## src/sv/bfcd_pkg.sv

```systemverilog
// Shared widths and constants of the barometric floor-change detector.
`timescale 1ns / 1ps
`default_nettype none

package bfcd_pkg;

    localparam int PRESS_W  = 24;
    localparam int LEVEL_W  = 16;
    localparam int MARGIN_W = 32;

    localparam logic [MARGIN_W-1:0] MARGIN_RESET = 32'd1016524;

endpackage

`default_nettype wire

```

## src/sv/bfcd_ring.sv

```systemverilog
// Sample ring memory with one write port and one registered read port.
`timescale 1ns / 1ps
`default_nettype none

module bfcd_ring #(
    parameter int DEPTH = 202,
    parameter int AW    = 8
) (
    input  wire logic                          clk,
    input  wire logic                          we,
    input  wire logic [AW-1:0]                 waddr,
    input  wire logic [bfcd_pkg::PRESS_W-1:0]  wdata,
    input  wire logic                          re,
    input  wire logic [AW-1:0]                 raddr,
    output      logic [bfcd_pkg::PRESS_W-1:0]  rdata
);

    logic [bfcd_pkg::PRESS_W-1:0] mem [DEPTH];
    logic [bfcd_pkg::PRESS_W-1:0] rdata_reg;

    always_ff @(posedge clk)
    begin
        if (we)
        begin
            mem[waddr] <= wdata;
        end
    end

    always_ff @(posedge clk)
    begin
        if (re)
        begin
            rdata_reg <= mem[raddr];
        end
    end

    assign rdata = rdata_reg;

endmodule

`default_nettype wire

```

## config.mk

```make
export PLATFORM = sky130hd
export DESIGN_NAME = bfcd_ring
export DESIGN_NICKNAME = d
export VERILOG_FILES = /design/src/sv/bfcd_pkg.sv /design/src/sv/bfcd_ring.sv
export SDC_FILE = /design/constraint.sdc
export NUM_CORES = 2
export LEC_CHECK = 0
export ABC_AREA = 0
export BUFFER_PORTS_ARGS = -buffer_cell sky130_fd_sc_hd__buf_2
export CORE_MARGIN = 1.5
export CORE_UTILIZATION = 55
export CTS_BUF_LIST = sky130_fd_sc_hd__clkbuf_4
export DETAILED_ROUTE_END_ITERATION = 10
export PLACE_DENSITY = 0.73
export REMOVE_ABC_BUFFERS = 1
export SETUP_SLACK_MARGIN = 0.1
export SLEW_MARGIN = 25
export SYNTH_ARGS = -nofsm -noshare
export SYNTH_HDL_FRONTEND = slang
export SYNTH_MEMORY_MAX_BITS = 65536
export SYNTH_SLANG_ARGS = --single-unit
export TNS_END_PERCENT = 1
```

## constraint.sdc

```tcl
create_clock -name clk -period 3.25 [get_ports clk]
set_input_delay 0.8125 -clock clk [delete_from_list [all_inputs] [get_ports clk]]
set_output_delay 0.8125 -clock clk [all_outputs]
set_load 0.03 [all_outputs]
```

==> Word-level counts from Yosys, hierarchy flattened <==
Memory sizes are Yosys's and may differ from the RTL's. A register that Yosys moved wholly into a read port is not among the register bits.
Index checks and enable logic that the tools add are counted.
{ "op_classes": {"n_mux": 2} }
{ "op_table": {"columns": ["operator", "count"], "rows": [
  ["two-way mux 1 bit", 2]
]} }
{ "word_totals": {"inputBits": 43, "output_inout_bits": 24, "elab_cells": 3, "mem_bits_rw": 4848, "regBits": 0, "memories": 1} }
{ "mem_list": {"columns": ["memory", "depth", "word_bits", "rd", "rd_ports_with_merged_regs", "wr", "line", "text"], "rows": [
  ["mem", 202, 24, 1, 1, 1, "bfcd_ring.sv:18", "logic [bfcd_pkg::PRESS_W-1:0] mem [DEPTH];"]
]} }

==> Logic depth before layout (Yosys ltp) <==
{ "logic_depth": {"depth_word": 2, "ltp_mapped": 13, "mapped_depth_nobuf": 6} }

==> Least setup slack after synthesis <==
OpenSTA, ideal clock, no wires.
{ "synth_path": {"kind": "input to register", "from": "in waddr[2]", "to": "mem mem[199][0] (netlist bit), enable pin", "path_stages": 5, "setup_time_ns": 0.405, "slack_ns": -0.004, "arrival_ns": 2.849, "path_buffers": 2, "path_cell_list": "clkbuf_1 > nor2b_1 > clkbuf_1 > nand4_1 > nor2_1"} }
{ "synth_rtl": {"columns": ["item", "line", "text"], "rows": [
  ["start: declaration", "bfcd_ring.sv:11", "input wire logic [AW-1:0] waddr,"],
  ["end: declaration", "bfcd_ring.sv:18", null]
]} }
No word-level cell before the write port.

==> Final worst setup path <==
{ "layout_path": {"from": "reg rdata_reg, in the netlist rdata[7] (read register of mem)", "to": "out rdata[7] (netlist bit)"} }
{ "layout_rtl": {"columns": ["item", "line", "text"], "rows": [
  ["start: declaration", "bfcd_ring.sv:19", "logic [bfcd_pkg::PRESS_W-1:0] rdata_reg;"],
  ["end: declaration", "bfcd_ring.sv:15", "output logic [bfcd_pkg::PRESS_W-1:0] rdata"]
]} }
No word-level cell between the ends.

==> metrics <==
Worst Skew roughly 0.19 ns; Pint between 90 and 100 mW; Hold Violations, Final 0; Largest register FFs ~4.8k; HP Class in2reg; post-synthesis async set-or-reset flop share 0%; Reg power frac a little under three fifths; sequence of cells on the critical path buf_6; crit path kind reg2out; Mapped Avg Cell Area 22.7 um^2; chip width 587 um; maximum clock frequency between 200 and 300 MHz; FF/Latch Area ~150,000 um^2; Critical Path Start Type flip-flop; CTS tree yes; clock root buffer clkbuf_4; Iteration-0 DRC Markers around 14k; ys flop type edfxtp_1; CP Capture Type output pin; Routability Congestion just under 0.9; htree depth 7; ANT nets after route 0; failing checks negative setup slack; DRC viols 0; total core area 340,000 um^2; wire per inst 31.9 um; hold path cells 2; setup TNS -0.811 ns; WHS between 0.15 and 0.2 ns; Area growth, synth to finish 16.6%; Switch Pwr between 20 and 30 mW; Placed Instances around 13k; sequential fraction of the synthesis area between 70% and 80%; hold path startpoint wdata[22]; # Max-Cap Violations 0; fillers about 22k; count of input and output buffers 66; Post-synth EDFFs 4,872; Buf/Inv on CP 1; die area about 340,000 um^2; DR pass1 iterations 7; VDD IR max about 0.00036 V; vias per cell about 6.4; sw frac between 20% and 30%; antenna violations before repair 36; Clk pwr share around 39%; Post-Syn Area 187,000 um^2; DP Wirelength 298 mm; vias in the first global route between 100k and 150k; # IOs 67; Final Non-Filler Cells roughly 15k; Final Max Slew Viols 0; Clk pin slew, worst setup/hold paths roughly 0.070 ns; GRT Residual Overflow 0; Mapped Cells 8,254; FF-to-FF End rdata[15]; Multi-input gate area between 30,000 and 40,000 um^2; drt total wl a little under 500 mm; status finished, violations left; via count approximately 99k; top cells by area, synth edfxtp_1 78%, mux4_2 13%, mux2i_1 2.5%; post-CTS setup buffer count 0; power per cell area approximately 570 nW/um^2; pin count of the biggest net entering global routing roughly 120; slowest stage delay, CP 0.86 ns; first-pass GRT wire length around 700 mm; Initial Util 55.2%; Die H around 590 um; critical path's slowest cell edfxtp_1; # setup viols final 12; clk buf depth 5; crit path max fanout 1; Crit path arrival time around 2.8 ns; Synth area leader edfxtp_1; Hold Path Sink mem[191][22]; flop2flop setup slack roughly 0.26 ns; Leak roughly 71 nW; min Tclk post-route 3.59 ns; std cell rows roughly 210; Final Cycle Share 111%; Top delay family on crit path flip-flops; Clock Sinks between 4k and 5k; Slew headroom approximately a fifth; GRT Util Overall slightly below 30%; Comb pwr share 5.7%; layout cells sized above 1 between 30 and 40%; Synth cell types 56; Num CTS Buffers around 1.3k; FF-to-FF path depth 6; fin nets around 10k; R2R Path Start mem[111][15]; synthesis-stage register bit count around 4.9k; Ys Warns 0; fin area about 220,000 um^2; Worst Tran Pin Value between 1 and 1.5 ns; slack of the critical path -0.345 ns; post-synth top area share 78.1%; RSZ-0062 raised after global routing true; Post-Place Cell Area a little over 200,000 um^2; worst-skew pair later-pin latency 1.78 ns; Req. time, crit path roughly 2.4 ns
==> cells in the final DEF (no fill, tap or decap), types with 107 or more instances in the layout <==
cell type and count:
buf_12 365, buf_4 630, clkbuf_4 1725, clkinv_1 218
edfxtp_1 4872, mux2i_1 470, mux4_2 1081, nand2_1 132
nor2_2 188, o221ai_1 143, o22ai_1 107
==> cells in the mapped netlist (63+ instances only) <==
cell type,count
buf_2,99
nor2_1,221
a21oi_1,87
o22ai_1,107
mux2i_1,470
a211oi_1,72
buf_4,64
mux4_2,1081
nand2_1,132
nor2b_1,63
mux2_2,84
clkbuf_1,170
edfxtp_1,4872
o221ai_1,143
==> layout make-up <==
type | count | share of cell area, %
Clock inverter | 289 | 0.710
Inverter | 5 | 0.0120
Timing Repair Buffer | 1114 | 6.05
Clock buffer | 1725 | 5.93
Multi-Input combinational cell | 2903 | 17.7
Tap cell | 4536 | 2.60
Sequential cell | 4872 | 67.0
Antenna cell | 32 | 0.0366
==> worst max path at each step <==
stage | endpoint | from | cells past startpoint | slack (ns)
2_1_floorplan | rdata[9] | raddr[4] | 6 | -1.88
3_3_place_gp | rdata[7] | raddr[0] | 11 | -1.35
3_5_place_dp | rdata[15] | raddr[0] | 9 | -1.06
4_1_cts | rdata[7] | rdata[7] | 1 | -0.50
5_1_grt | rdata[7] | rdata[7] | 1 | -0.50
6_report | rdata[7] | rdata[7] | 1 | -0.34
==> timing repair <==
item	4_1_cts	5_1_grt
hold endpoints to repair	6333	0
cloned	0	0
endpoints found under the setup margin	24	24
hold buffers	57	0
gates resized for setup	48	0
==> per-stage QoR <==
stage	power, mW	worst slack (ns)	utilization [%]
after global routing	130	-0.496	64.3
final	126	-0.345	64.4
after CTS	126	-0.495	64.3
after floorplan	73.2	-1.88	-
after detailed placement	77.7	-1.06	59.8
after global placement	77.5	-1.35	59.8
==> routing by layer <==
metal  up-vias  global-route usage (%)  share of wire [%]
li1      40000                       -                  -
met1     51500                    38.7                 36
met2      6798                    44.2                 47
met3       964                    7.88                 12
met4        16                    14.7                4.7
met5         -                       0              0.019
==> cells by family (layout without fill, tap and decap cells) <==
logic type             after synthesis  in the layout  share of synthesized area (%)
other                                0             32                              0
buffers and inverters              479           3133                           1.63
flip-flops                        4872           4872                           78.1
AO/OA/AOI/OAI                      699            699                           2.72
multiplexers                      1653           1653                           16.3
AND/OR/NAND/NOR                    551            551                           1.32
==> power by group through the flow <==
stage	Sequential, mW	Combinational [mW]	Clock (mW)
after floorplan	70.7	2.47	0
after global placement	70.7	6.83	0
after detailed placement	70.7	7.00	0
after CTS	69.4	7.14	49.8
after global routing	69.3	7.46	53.0
final	69.4	7.20	49.0
No activity file was read; power rests on OpenSTA's default activity.
